`src/rtl/lpc_pkg.sv`:
```
package lpc_pkg;

    // Fixed field widths of the point and result transfers.
    localparam int PX_W  = 11;
    localparam int PY_W  = 10;
    localparam int POS_W = 2;

    // Widest vertex coordinate the block is built for, and the product width.
    localparam int COORD_MAX = 10;
    localparam int K_W       = PX_W + 2;
    localparam int PROD_W    = 24;

    // Register port geometry: four registers at 8-byte strides.
    localparam int DATA_W = 64;
    localparam int ADDR_W = 5;

    // Register values after reset.
    localparam logic [DATA_W-1:0] LEFT_XS_RST  = 64'd492521222838627475;
    localparam logic [DATA_W-1:0] LEFT_YS_RST  = 64'd811277401418960896;
    localparam logic [DATA_W-1:0] RIGHT_XS_RST = 64'd1022178374538737064;
    localparam logic [DATA_W-1:0] RIGHT_YS_RST = 64'd811245423090010112;

    // Defaults for the top-level parameters.
    localparam int VERTEX_COUNT_DEF = 6;
    localparam int COORD_BITS_DEF   = 10;

    typedef enum logic [1:0] {
        REG_LEFT_XS  = 2'd0,
        REG_LEFT_YS  = 2'd1,
        REG_RIGHT_XS = 2'd2,
        REG_RIGHT_YS = 2'd3
    } t_reg_idx;

    typedef enum logic [POS_W-1:0] {
        POS_LEFT    = 2'd0,
        POS_BETWEEN = 2'd1,
        POS_RIGHT   = 2'd2
    } t_pos;

    // Segment chosen for one boundary, after the first stage.
    typedef struct packed {
        logic                        found;
        logic                        flat;
        logic [PY_W-1:0]             dyy;
        logic signed [COORD_MAX:0]   dx;
        logic [COORD_MAX-1:0]        dy;
        logic signed [K_W-1:0]       k;
    } t_seg;

    // Products for one boundary, after the second stage.
    typedef struct packed {
        logic                     found;
        logic                     flat;
        logic                     k_pos;
        logic signed [PROD_W-1:0] n;
        logic signed [PROD_W-1:0] m;
    } t_prod;

endpackage

```
`src/rtl/lane_position_classify_unit.sv`:
```
// Channel     Direction  Handshake                    Payload
// point       in         i_in_valid / o_in_ready      i_point_x, i_point_y
// result      out        o_out_valid / i_out_ready    o_lane_position
// register    in/out     psel, penable, pwrite        paddr, pwdata, prdata
//
// Each point transfer yields one result through three register stages (segment
// choice, products, compare), and one point may enter on every cycle unless a
// stalled result holds it back. Reset is synchronous and active low; it restores
// the boundary registers and empties the pipeline. A stalled result holds only
// the stages behind it that are full, so bubbles are squeezed out and nothing
// is lost or repeated.
module lane_position_classify_unit
    import lpc_pkg::*;
#(
    parameter int VERTEX_COUNT = VERTEX_COUNT_DEF,
    parameter int COORD_BITS   = COORD_BITS_DEF
) (
    input  logic              i_clk,
    input  logic              i_rst_n,
    input  logic              i_in_valid,
    output logic              o_in_ready,
    input  logic [PX_W-1:0]   i_point_x,
    input  logic [PY_W-1:0]   i_point_y,
    output logic              o_out_valid,
    input  logic              i_out_ready,
    output logic [POS_W-1:0]  o_lane_position,
    input  logic              psel,
    input  logic              penable,
    input  logic              pwrite,
    input  logic [ADDR_W-1:0] paddr,
    input  logic [DATA_W-1:0] pwdata,
    output logic [DATA_W-1:0] prdata,
    output logic              pready
);

    localparam int REG_BITS = VERTEX_COUNT * COORD_BITS;

    logic [REG_BITS-1:0] left_xs, left_ys, right_xs, right_ys;

    // Valid bits travel alongside the payload of each stage.
    logic r_v1, r_v2, r_v3;
    logic en1, en2, en3;

    t_seg       seg_l, seg_r;
    t_prod      prod_l, prod_r;
    t_pos       r_pos, n_pos;
    logic       left_hit, right_hit;

    lpc_cfg_regs #(
        .VERTEX_COUNT (VERTEX_COUNT),
        .COORD_BITS   (COORD_BITS)
    ) u_cfg (
        .i_clk      (i_clk),
        .i_rst_n    (i_rst_n),
        .psel       (psel),
        .penable    (penable),
        .pwrite     (pwrite),
        .paddr      (paddr),
        .pwdata     (pwdata),
        .prdata     (prdata),
        .pready     (pready),
        .o_left_xs  (left_xs),
        .o_left_ys  (left_ys),
        .o_right_xs (right_xs),
        .o_right_ys (right_ys)
    );

    // A stage loads when it is empty or when the stage after it loads too.
    assign en3        = !r_v3 || i_out_ready;
    assign en2        = !r_v2 || en3;
    assign en1        = !r_v1 || en2;
    assign o_in_ready = en1;

    always_ff @(posedge i_clk) begin
        if (!i_rst_n) begin
            r_v1 <= 1'b0;
            r_v2 <= 1'b0;
            r_v3 <= 1'b0;
        end else begin
            if (en1) begin
                r_v1 <= i_in_valid;
            end
            if (en2) begin
                r_v2 <= r_v1;
            end
            if (en3) begin
                r_v3 <= r_v2;
            end
        end
    end

    // Stage one: pick the segment that holds the point's y on each boundary.
    // The left side biases its offset by one, so that a strict "left of" test
    // becomes a compare against the floored boundary x.
    lpc_seg_select #(
        .VERTEX_COUNT (VERTEX_COUNT),
        .COORD_BITS   (COORD_BITS)
    ) u_sel_left (
        .i_clk  (i_clk),
        .i_en   (en1),
        .i_xs   (left_xs),
        .i_ys   (left_ys),
        .i_px   (i_point_x),
        .i_py   (i_point_y),
        .i_bias (1'b1),
        .o_seg  (seg_l)
    );

    lpc_seg_select #(
        .VERTEX_COUNT (VERTEX_COUNT),
        .COORD_BITS   (COORD_BITS)
    ) u_sel_right (
        .i_clk  (i_clk),
        .i_en   (en1),
        .i_xs   (right_xs),
        .i_ys   (right_ys),
        .i_px   (i_point_x),
        .i_py   (i_point_y),
        .i_bias (1'b0),
        .o_seg  (seg_r)
    );

    // Stage two: form the cross products. With a rising span dy, the floored
    // quotient of n by dy is at least k exactly when n is at least k * dy, so
    // no division is needed.
    lpc_side_mult u_mul_left (
        .i_clk  (i_clk),
        .i_en   (en2),
        .i_seg  (seg_l),
        .o_prod (prod_l)
    );

    lpc_side_mult u_mul_right (
        .i_clk  (i_clk),
        .i_en   (en2),
        .i_seg  (seg_r),
        .o_prod (prod_r)
    );

    // Stage three: compare and classify. On a flat segment the boundary x is
    // simply the start vertex, so the sign of the offset decides. The left
    // test takes precedence when the boundaries cross.
    always_comb begin
        left_hit  = prod_l.found &&
                    !(prod_l.flat ? prod_l.k_pos : (prod_l.n < prod_l.m));
        right_hit = prod_r.found &&
                    (prod_r.flat ? prod_r.k_pos : (prod_r.n < prod_r.m));
        if (left_hit) begin
            n_pos = POS_LEFT;
        end else if (right_hit) begin
            n_pos = POS_RIGHT;
        end else begin
            n_pos = POS_BETWEEN;
        end
    end

    always_ff @(posedge i_clk) begin
        if (en3) begin
            r_pos <= n_pos;
        end
    end

    assign o_out_valid     = r_v3;
    assign o_lane_position = r_pos;

endmodule

```
`src/rtl/lpc_cfg_regs.sv`:
```
module lpc_cfg_regs
    import lpc_pkg::*;
#(
    parameter int VERTEX_COUNT = VERTEX_COUNT_DEF,
    parameter int COORD_BITS   = COORD_BITS_DEF,
    localparam int REG_BITS    = VERTEX_COUNT * COORD_BITS
) (
    input  logic                i_clk,
    input  logic                i_rst_n,
    input  logic                psel,
    input  logic                penable,
    input  logic                pwrite,
    input  logic [ADDR_W-1:0]   paddr,
    input  logic [DATA_W-1:0]   pwdata,
    output logic [DATA_W-1:0]   prdata,
    output logic                pready,
    output logic [REG_BITS-1:0] o_left_xs,
    output logic [REG_BITS-1:0] o_left_ys,
    output logic [REG_BITS-1:0] o_right_xs,
    output logic [REG_BITS-1:0] o_right_ys
);

    logic [REG_BITS-1:0] r_left_xs, r_left_ys, r_right_xs, r_right_ys;
    logic                wr_en;
    t_reg_idx            idx;

    assign pready = 1'b1;
    assign wr_en  = psel & penable & pwrite;
    assign idx    = t_reg_idx'(paddr[ADDR_W-1:3]);

    always_ff @(posedge i_clk) begin
        if (!i_rst_n) begin
            r_left_xs  <= LEFT_XS_RST[REG_BITS-1:0];
            r_left_ys  <= LEFT_YS_RST[REG_BITS-1:0];
            r_right_xs <= RIGHT_XS_RST[REG_BITS-1:0];
            r_right_ys <= RIGHT_YS_RST[REG_BITS-1:0];
        end else if (wr_en) begin
            case (idx)
                REG_LEFT_XS:  r_left_xs  <= pwdata[REG_BITS-1:0];
                REG_LEFT_YS:  r_left_ys  <= pwdata[REG_BITS-1:0];
                REG_RIGHT_XS: r_right_xs <= pwdata[REG_BITS-1:0];
                REG_RIGHT_YS: r_right_ys <= pwdata[REG_BITS-1:0];
                default: ;
            endcase
        end
    end

    always_comb begin
        case (idx)
            REG_LEFT_XS:  prdata = DATA_W'(r_left_xs);
            REG_LEFT_YS:  prdata = DATA_W'(r_left_ys);
            REG_RIGHT_XS: prdata = DATA_W'(r_right_xs);
            REG_RIGHT_YS: prdata = DATA_W'(r_right_ys);
            default:      prdata = '0;
        endcase
    end

    assign o_left_xs  = r_left_xs;
    assign o_left_ys  = r_left_ys;
    assign o_right_xs = r_right_xs;
    assign o_right_ys = r_right_ys;

endmodule

```
`src/rtl/lpc_seg_select.sv`:
```
module lpc_seg_select
    import lpc_pkg::*;
#(
    parameter int VERTEX_COUNT = VERTEX_COUNT_DEF,
    parameter int COORD_BITS   = COORD_BITS_DEF,
    localparam int REG_BITS    = VERTEX_COUNT * COORD_BITS
) (
    input  logic                i_clk,
    input  logic                i_en,
    input  logic [REG_BITS-1:0] i_xs,
    input  logic [REG_BITS-1:0] i_ys,
    input  logic [PX_W-1:0]     i_px,
    input  logic [PY_W-1:0]     i_py,
    input  logic                i_bias,
    output t_seg                o_seg
);

    t_seg r_seg, n_seg;

    // Scan the segments from the top down so that the lowest match wins.
    always_comb begin
        logic [COORD_BITS-1:0]       x0, x1, y0, y1, sx0, sx1, sy0, sy1;
        logic signed [COORD_BITS:0]  dxl;
        logic                        hit;
        sx0 = '0;
        sx1 = '0;
        sy0 = '0;
        sy1 = '0;
        hit = 1'b0;
        for (int i = VERTEX_COUNT - 1; i >= 1; i--) begin
            x0 = i_xs[(i-1)*COORD_BITS +: COORD_BITS];
            x1 = i_xs[i*COORD_BITS +: COORD_BITS];
            y0 = i_ys[(i-1)*COORD_BITS +: COORD_BITS];
            y1 = i_ys[i*COORD_BITS +: COORD_BITS];
            if (i_py >= PY_W'(y0) && i_py <= PY_W'(y1)) begin
                hit = 1'b1;
                sx0 = x0;
                sx1 = x1;
                sy0 = y0;
                sy1 = y1;
            end
        end
        dxl         = $signed({1'b0, sx1}) - $signed({1'b0, sx0});
        n_seg.found = hit;
        n_seg.flat  = (sy1 == sy0);
        n_seg.dyy   = i_py - PY_W'(sy0);
        n_seg.dx    = (COORD_MAX+1)'(dxl);
        n_seg.dy    = COORD_MAX'(sy1 - sy0);
        // The bias turns a strict compare into one against the floor.
        n_seg.k     = $signed({2'b00, i_px}) - $signed(K_W'(sx0))
                      + $signed(K_W'(i_bias));
    end

    always_ff @(posedge i_clk) begin
        if (i_en) begin
            r_seg <= n_seg;
        end
    end

    assign o_seg = r_seg;

endmodule

```
`src/rtl/lpc_side_mult.sv`:
```
module lpc_side_mult
    import lpc_pkg::*;
(
    input  logic  i_clk,
    input  logic  i_en,
    input  t_seg  i_seg,
    output t_prod o_prod
);

    t_prod r_prod, n_prod;

    always_comb begin
        logic signed [PROD_W-1:0] a_dyy, a_dx, a_k, a_dy;
        a_dyy        = PROD_W'($signed({1'b0, i_seg.dyy}));
        a_dx         = PROD_W'(i_seg.dx);
        a_k          = PROD_W'(i_seg.k);
        a_dy         = PROD_W'($signed({1'b0, i_seg.dy}));
        n_prod.found = i_seg.found;
        n_prod.flat  = i_seg.flat;
        n_prod.k_pos = (i_seg.k > 0);
        n_prod.n     = a_dyy * a_dx;
        n_prod.m     = a_k * a_dy;
    end

    always_ff @(posedge i_clk) begin
        if (i_en) begin
            r_prod <= n_prod;
        end
    end

    assign o_prod = r_prod;

endmodule
```
`config.mk`:
```
export PLATFORM = sky130hd
export DESIGN_NAME = lane_position_classify_unit
export DESIGN_NICKNAME = d
export VERILOG_FILES = /design/src/rtl/lpc_pkg.sv /design/src/rtl/lane_position_classify_unit.sv /design/src/rtl/lpc_cfg_regs.sv /design/src/rtl/lpc_seg_select.sv /design/src/rtl/lpc_side_mult.sv
export SDC_FILE = /design/constraint.sdc
export NUM_CORES = 2
export LEC_CHECK = 0
export ABC_AREA = 1
export BUFFER_PORTS_ARGS = -buffer_cell sky130_fd_sc_hd__clkbuf_2
export CAP_MARGIN = 20
export CORE_MARGIN = 5
export CORE_UTILIZATION = 54
export DETAILED_ROUTE_END_ITERATION = 10
export PLACE_DENSITY = 0.71
export SYNTH_ARGS = -nofsm -noshare
export SYNTH_HDL_FRONTEND = slang
export SYNTH_SLANG_ARGS = --single-unit
```
`constraint.sdc`:
```
create_clock -name i_clk -period 6.4 [get_ports i_clk]
set_clock_uncertainty 0.2 [all_clocks]
set_input_delay 1.28 -clock i_clk [delete_from_list [all_inputs] [get_ports i_clk]]
set_output_delay 1.28 -clock i_clk [all_outputs]
set_load 0.02 [all_outputs]
```
* After elaboration in Yosys (flattened, before gate mapping) *
Cells that the tools add are included.

storage, ports and cells
  bits in registers = 438
  input port bits = 97
  output and inout port bits = 69
  logic and storage cells = 146

cells by class
  add/sub/neg operators = 9
  multiply operators = 4
  order comparisons = 24
  equal/unequal tests = 5
  muxes and demuxes = 46
  bitwise logic cells = 2
  reductions and logical operators = 26

operator list
  cell                                                                               number
  10-bit two-way mux                                                                 40
  64-bit one-hot mux with 4 select lines                                             1
  10-bit greater-or-equal comparator                                                 10
  10-bit less-or-equal comparator                                                    10
  24-bit less-than comparator                                                        2
  11-bit by 11-bit multiplier with 22-bit output                                     2
  10-bit subtractor                                                                  4
  13-bit by 11-bit multiplier with 24-bit output                                     1
  11-bit by 10-bit subtractor with 12-bit output                                     2
  12-bit by 11-bit multiplier with 23-bit output                                     1
  10-bit by 10-bit subtractor with 11-bit output                                     2
  10-bit equality test                                                               2
  13-bit by 2-bit adder with 13-bit output (second input constant)                   1
  13-bit by 1-bit greater-than comparator with 1-bit output (second input constant)  1
  12-bit by 1-bit greater-than comparator with 1-bit output (second input constant)  1
  1-bit logical AND                                                                  12
  2-bit AND reduction                                                                4
  4-bit OR reduction                                                                 2
  2-bit equality test (second input constant)                                        2
  1-bit logical NOT                                                                  4
  1-bit two-way mux                                                                  4
  1-bit logical OR                                                                   3
  1-bit bitwise AND                                                                  2
  2-bit by 1-bit equality test with 1-bit output (second input constant)             1
  other kinds (2)                                                                    2

* Longest topological paths before layout *
  word-level depth = 9
  depth in mapped cells = 33
  gate-level depth less buffers = 32

* Cells and area by module *
A second synthesis with hierarchy kept.

unflattened totals
  cells, all modules = 6705
  area, all modules = 48430.2 um^2

modules (own cells, without submodules)
  module                       times used  cells each  area an instance (um^2)  sequential area each (um^2)
  lpc_seg_select               2           953         6789.0                   1381.3
  lpc_side_mult (u_mul_right)  1           1488        11519.8                  1471.4
  lpc_side_mult (u_mul_left)   1           1465        11394.7                  1471.4
  lpc_cfg_regs                 1           1588        10402.5                  4804.6
  lane_position_classify_unit  1           258         1535.2                   120.1

* Worst setup path before layout *
OpenSTA, ideal clock, no wires.

  path kind = register to register
  start point = register, netlist name u_sel_right.o_seg[11]
  end point = register u_mul_right.r_prod (netlist bit u_mul_right.o_prod[22]), data pin
  library setup time = 0.261 ns
  data arrival time = 4.749 ns
  data required time = 5.939 ns
  slack = 1.190 ns
  stages on the path, launching flop included = 20
  buffers on the path = 1
  period minus slack after synthesis = 5.210 ns
  cell sequence = edfxtp_1 clkbuf_1 nand2_1 inv_1 fa_1 fa_1 inv_1 fa_1 fa_1 fa_1 inv_1 ha_1 nand2_1 nor4_1 nand4_1 nand3_1 a21oi_1 nor2_1 nor2_1 xor2_1

RTL lines
  what                  line                 source
  end signal, assigned  lpc_side_mult.sv:27  r_prod <= n_prod;
  end, declared         lpc_side_mult.sv:10  t_prod r_prod, n_prod;

==> reports/qor.yml <==
run_status:
  status: "complete, no violations"
setup_path:
  criticalPathCategory: "reg2reg"
  crit_arrival_ns: 5.90
  cp-start-kind: "flip-flop"
  reg2reg_slack_ns: 0.64
  crit_path_end_kind: "flip-flop"
  worstPathMaxFanout: 11
  worstPathRequired_ns: 6.54
place:
  dpl.hpwl_mm: 114
  portBuffers: 153
  placed_area_um2: 46400
  place.gp.congestion: 1.04
sta:
  setup_viol: 0
  worst_slew_pin_slew_ns: 1.14
  fin_crit_sh: 0.901
  slew_viol_final: 0
  rsz0062_at_grt: "false"
  period_minus_slack_ns: 5.76
  finalHoldViolations: 0
  max_freq_mhz: 173
  tns_ns: 0
  slew_headroom: 0.239
route:
  avgRoutedWirePerCell_um: 20.6
  drt-initial-drc-count: 3819
  drtPass1Iterations: 8
  routed_wl_mm: 142
  drc: 0
  viasPerCell: 5.54
  ant_nets: 0
  vias: 38201
clock_network:
  clk_pin_slew_worst_paths_ns: 0.06
  postCtsSetupRepairBufs: 0
  cts_made_buffers: 50
  ctsLongestPathBuffers: 3
  htreeDepth: 2
  cts-resized-gates: 0
  root_buffer: "clkbuf_16"
  cts_tree: "done"
  clock_sinks: 433
  clock_latency_ns: 0.63
  ctsHoldBuffers: 0
cells_and_area:
  seq_area_um2: 10600
  multi_input_area_um2: 28600
  layout.nets: 6743
  area_growth_pct: 7.86
  fill_cells: 7681
  drive_above_1_share: 0.0698
  final_area_um2: 48100
global_routing:
  grt_max_degree: 150
  grt_usage: 0.317
  grt_pass1_wl_mm: 219
  gr-total-overflow: 0
  grt_pass1_vias: 37550
  antenna_found_initial: 27
floorplan:
  rows: 105
  dieWidth_um: 298
  start_util: 0.545
  core_um2: 82000
  dieArea_um2: 88500
  die_h_um: 298
  ios: 166
logic_synthesis:
  syn_area_um2: 44600
  synthCells: 5727
  synthTopCellsByCount: "nand2_1, inv_1, ha_1, fa_1, o21ai_0"
  synth-seq-cells: 433
  synth_edf_count: 190
  synthTopCellsByArea: "fa_1, ha_1, edfxtp_1, dfxtp_1, nand2_1"
  yosysTopAreaCellShare: 0.173
  ys_types: 57
  post-synth-top-count-cell: "nand2_1"
  yosys_warnings: 0
  avgSynthCellArea_um2: 7.79
  ys_seq_area_frac: 0.237
  ys.flop_type: "dfxtp_1"
  synth_top_area_cell: "fa_1"
  ys_async_sr_fraction: 0
run:
  maxCapViolations: 0
hold_path:
  hold_class: "reg2reg"
through the flow:
step | setup slack [ns] | hold slack (ns) | utilization | std cells
after floorplan | 1.19 | 0.200 | - | 5730
after global placement | 0.517 | 0.212 | 0.566 | 6786
after detailed placement | 0.448 | 0.205 | 0.566 | 6786
after CTS | 0.632 | 0.217 | 0.587 | 6876
after global routing | 0.286 | 0.226 | 0.587 | 6876
final | 0.636 | 0.218 | 0.587 | 6891
flip-flops by register name, summed over array words and instances, names as in the netlist, 2 cells and up:
signal,flops
u_sel_right.o_seg,45
u_cfg.o_right_ys,60
u_mul_right.o_prod,48
u_sel_left.o_seg,46
u_mul_left.o_prod,49
u_cfg.o_left_xs,60
o_lane_position,2
u_cfg.o_right_xs,60
u_cfg.o_left_ys,60
layout make-up:
class	instances	share of cell area
inverters	1166	0.0909
flip-flops and latches	433	0.220
well taps	1070	0.0278
clock buffers	61	0.0288
diodes	15	0.000780
clock inverters	29	0.00650
repair buffers	236	0.0308
multi-input cells	3881	0.595
path summary, 6_finish.rpt:
kind | startpoint | endpoint | cells past startpoint
max reg2reg | u_sel_left.o_seg[12]$_DFFE_PP_ | u_mul_left.o_prod[23]$_DFFE_PP_ | 16
min | u_sel_right.o_seg[45]$_SDFFCE_PP1P_ | u_mul_right.o_prod[50]$_DFFE_PP_ | 0
min reg2reg | u_sel_right.o_seg[45]$_SDFFCE_PP1P_ | u_mul_right.o_prod[50]$_DFFE_PP_ | 0
max | u_sel_left.o_seg[12]$_DFFE_PP_ | u_mul_left.o_prod[23]$_DFFE_PP_ | 16
layout by cell type (no fill, tap or decap), types with 6 or more instances in the layout:
| master | n |
|---|---|
| o21a_1 | 6 |
| xnor2_1 | 53 |
| inv_1 | 1153 |
| nor4_1 | 10 |
| nor3_1 | 37 |
| a31oi_1 | 26 |
| clkbuf_16 | 53 |
| o22ai_1 | 36 |
| or2_2 | 20 |
| buf_12 | 7 |
| edfxtp_1 | 190 |
| a21o_1 | 19 |
| o21ai_1 | 54 |
| xor2_1 | 105 |
| clkinv_1 | 6 |
| inv_2 | 12 |
| diode_2 | 15 |
| ha_1 | 492 |
| clkinv_2 | 8 |
| nor2_1 | 242 |
| nand3_1 | 152 |
| o2111ai_1 | 30 |
| o31ai_1 | 9 |
| clkbuf_2 | 152 |
| buf_4 | 76 |
| dfxtp_1 | 243 |
| o211ai_1 | 99 |
| nand4_1 | 29 |
| fa_1 | 386 |
| nor2_4 | 11 |
| a21oi_1 | 344 |
| o21ai_0 | 373 |
| o221ai_1 | 6 |
| nand2_1 | 1251 |
| nand2_2 | 13 |
| o21bai_1 | 18 |
kinds of logic after synthesis:
group | Yosys count | share of synthesized area
compound gates | 1048 | 0.133
xor+xnor | 160 | 0.0317
fa+ha+maj | 878 | 0.311
other cells | 2 | 0.000168
flops | 433 | 0.237
buf+inv | 1416 | 0.123
simple gates | 1790 | 0.164
worst max-delay path, cell delays in order, from the launching register on:
cell and delay [ns]:
edfxtp_1 0.60, nand2_1 0.20, inv_1 0.10, fa_1 0.74, fa_1 0.46, inv_1 0.20
fa_1 0.50, fa_1 0.49, fa_1 0.50, inv_1 0.06, ha_1 0.34, nand2_1 0.09
nor2_1 0.21, nand4_1 0.13, o221ai_1 0.36, a31oi_1 0.15, xor2_1 0.17
routing by layer:
metal	vias up	global-route usage	wire (um)
met5	-	0	102
met4	18	0.213	12200
met3	411	0.0664	12300
met2	1636	0.489	61400
met1	17851	0.403	56100
li1	18285	-	-
Power is not shown: default switching activity piles up to over one toggle a cycle in this logic, so the estimate is an artifact.
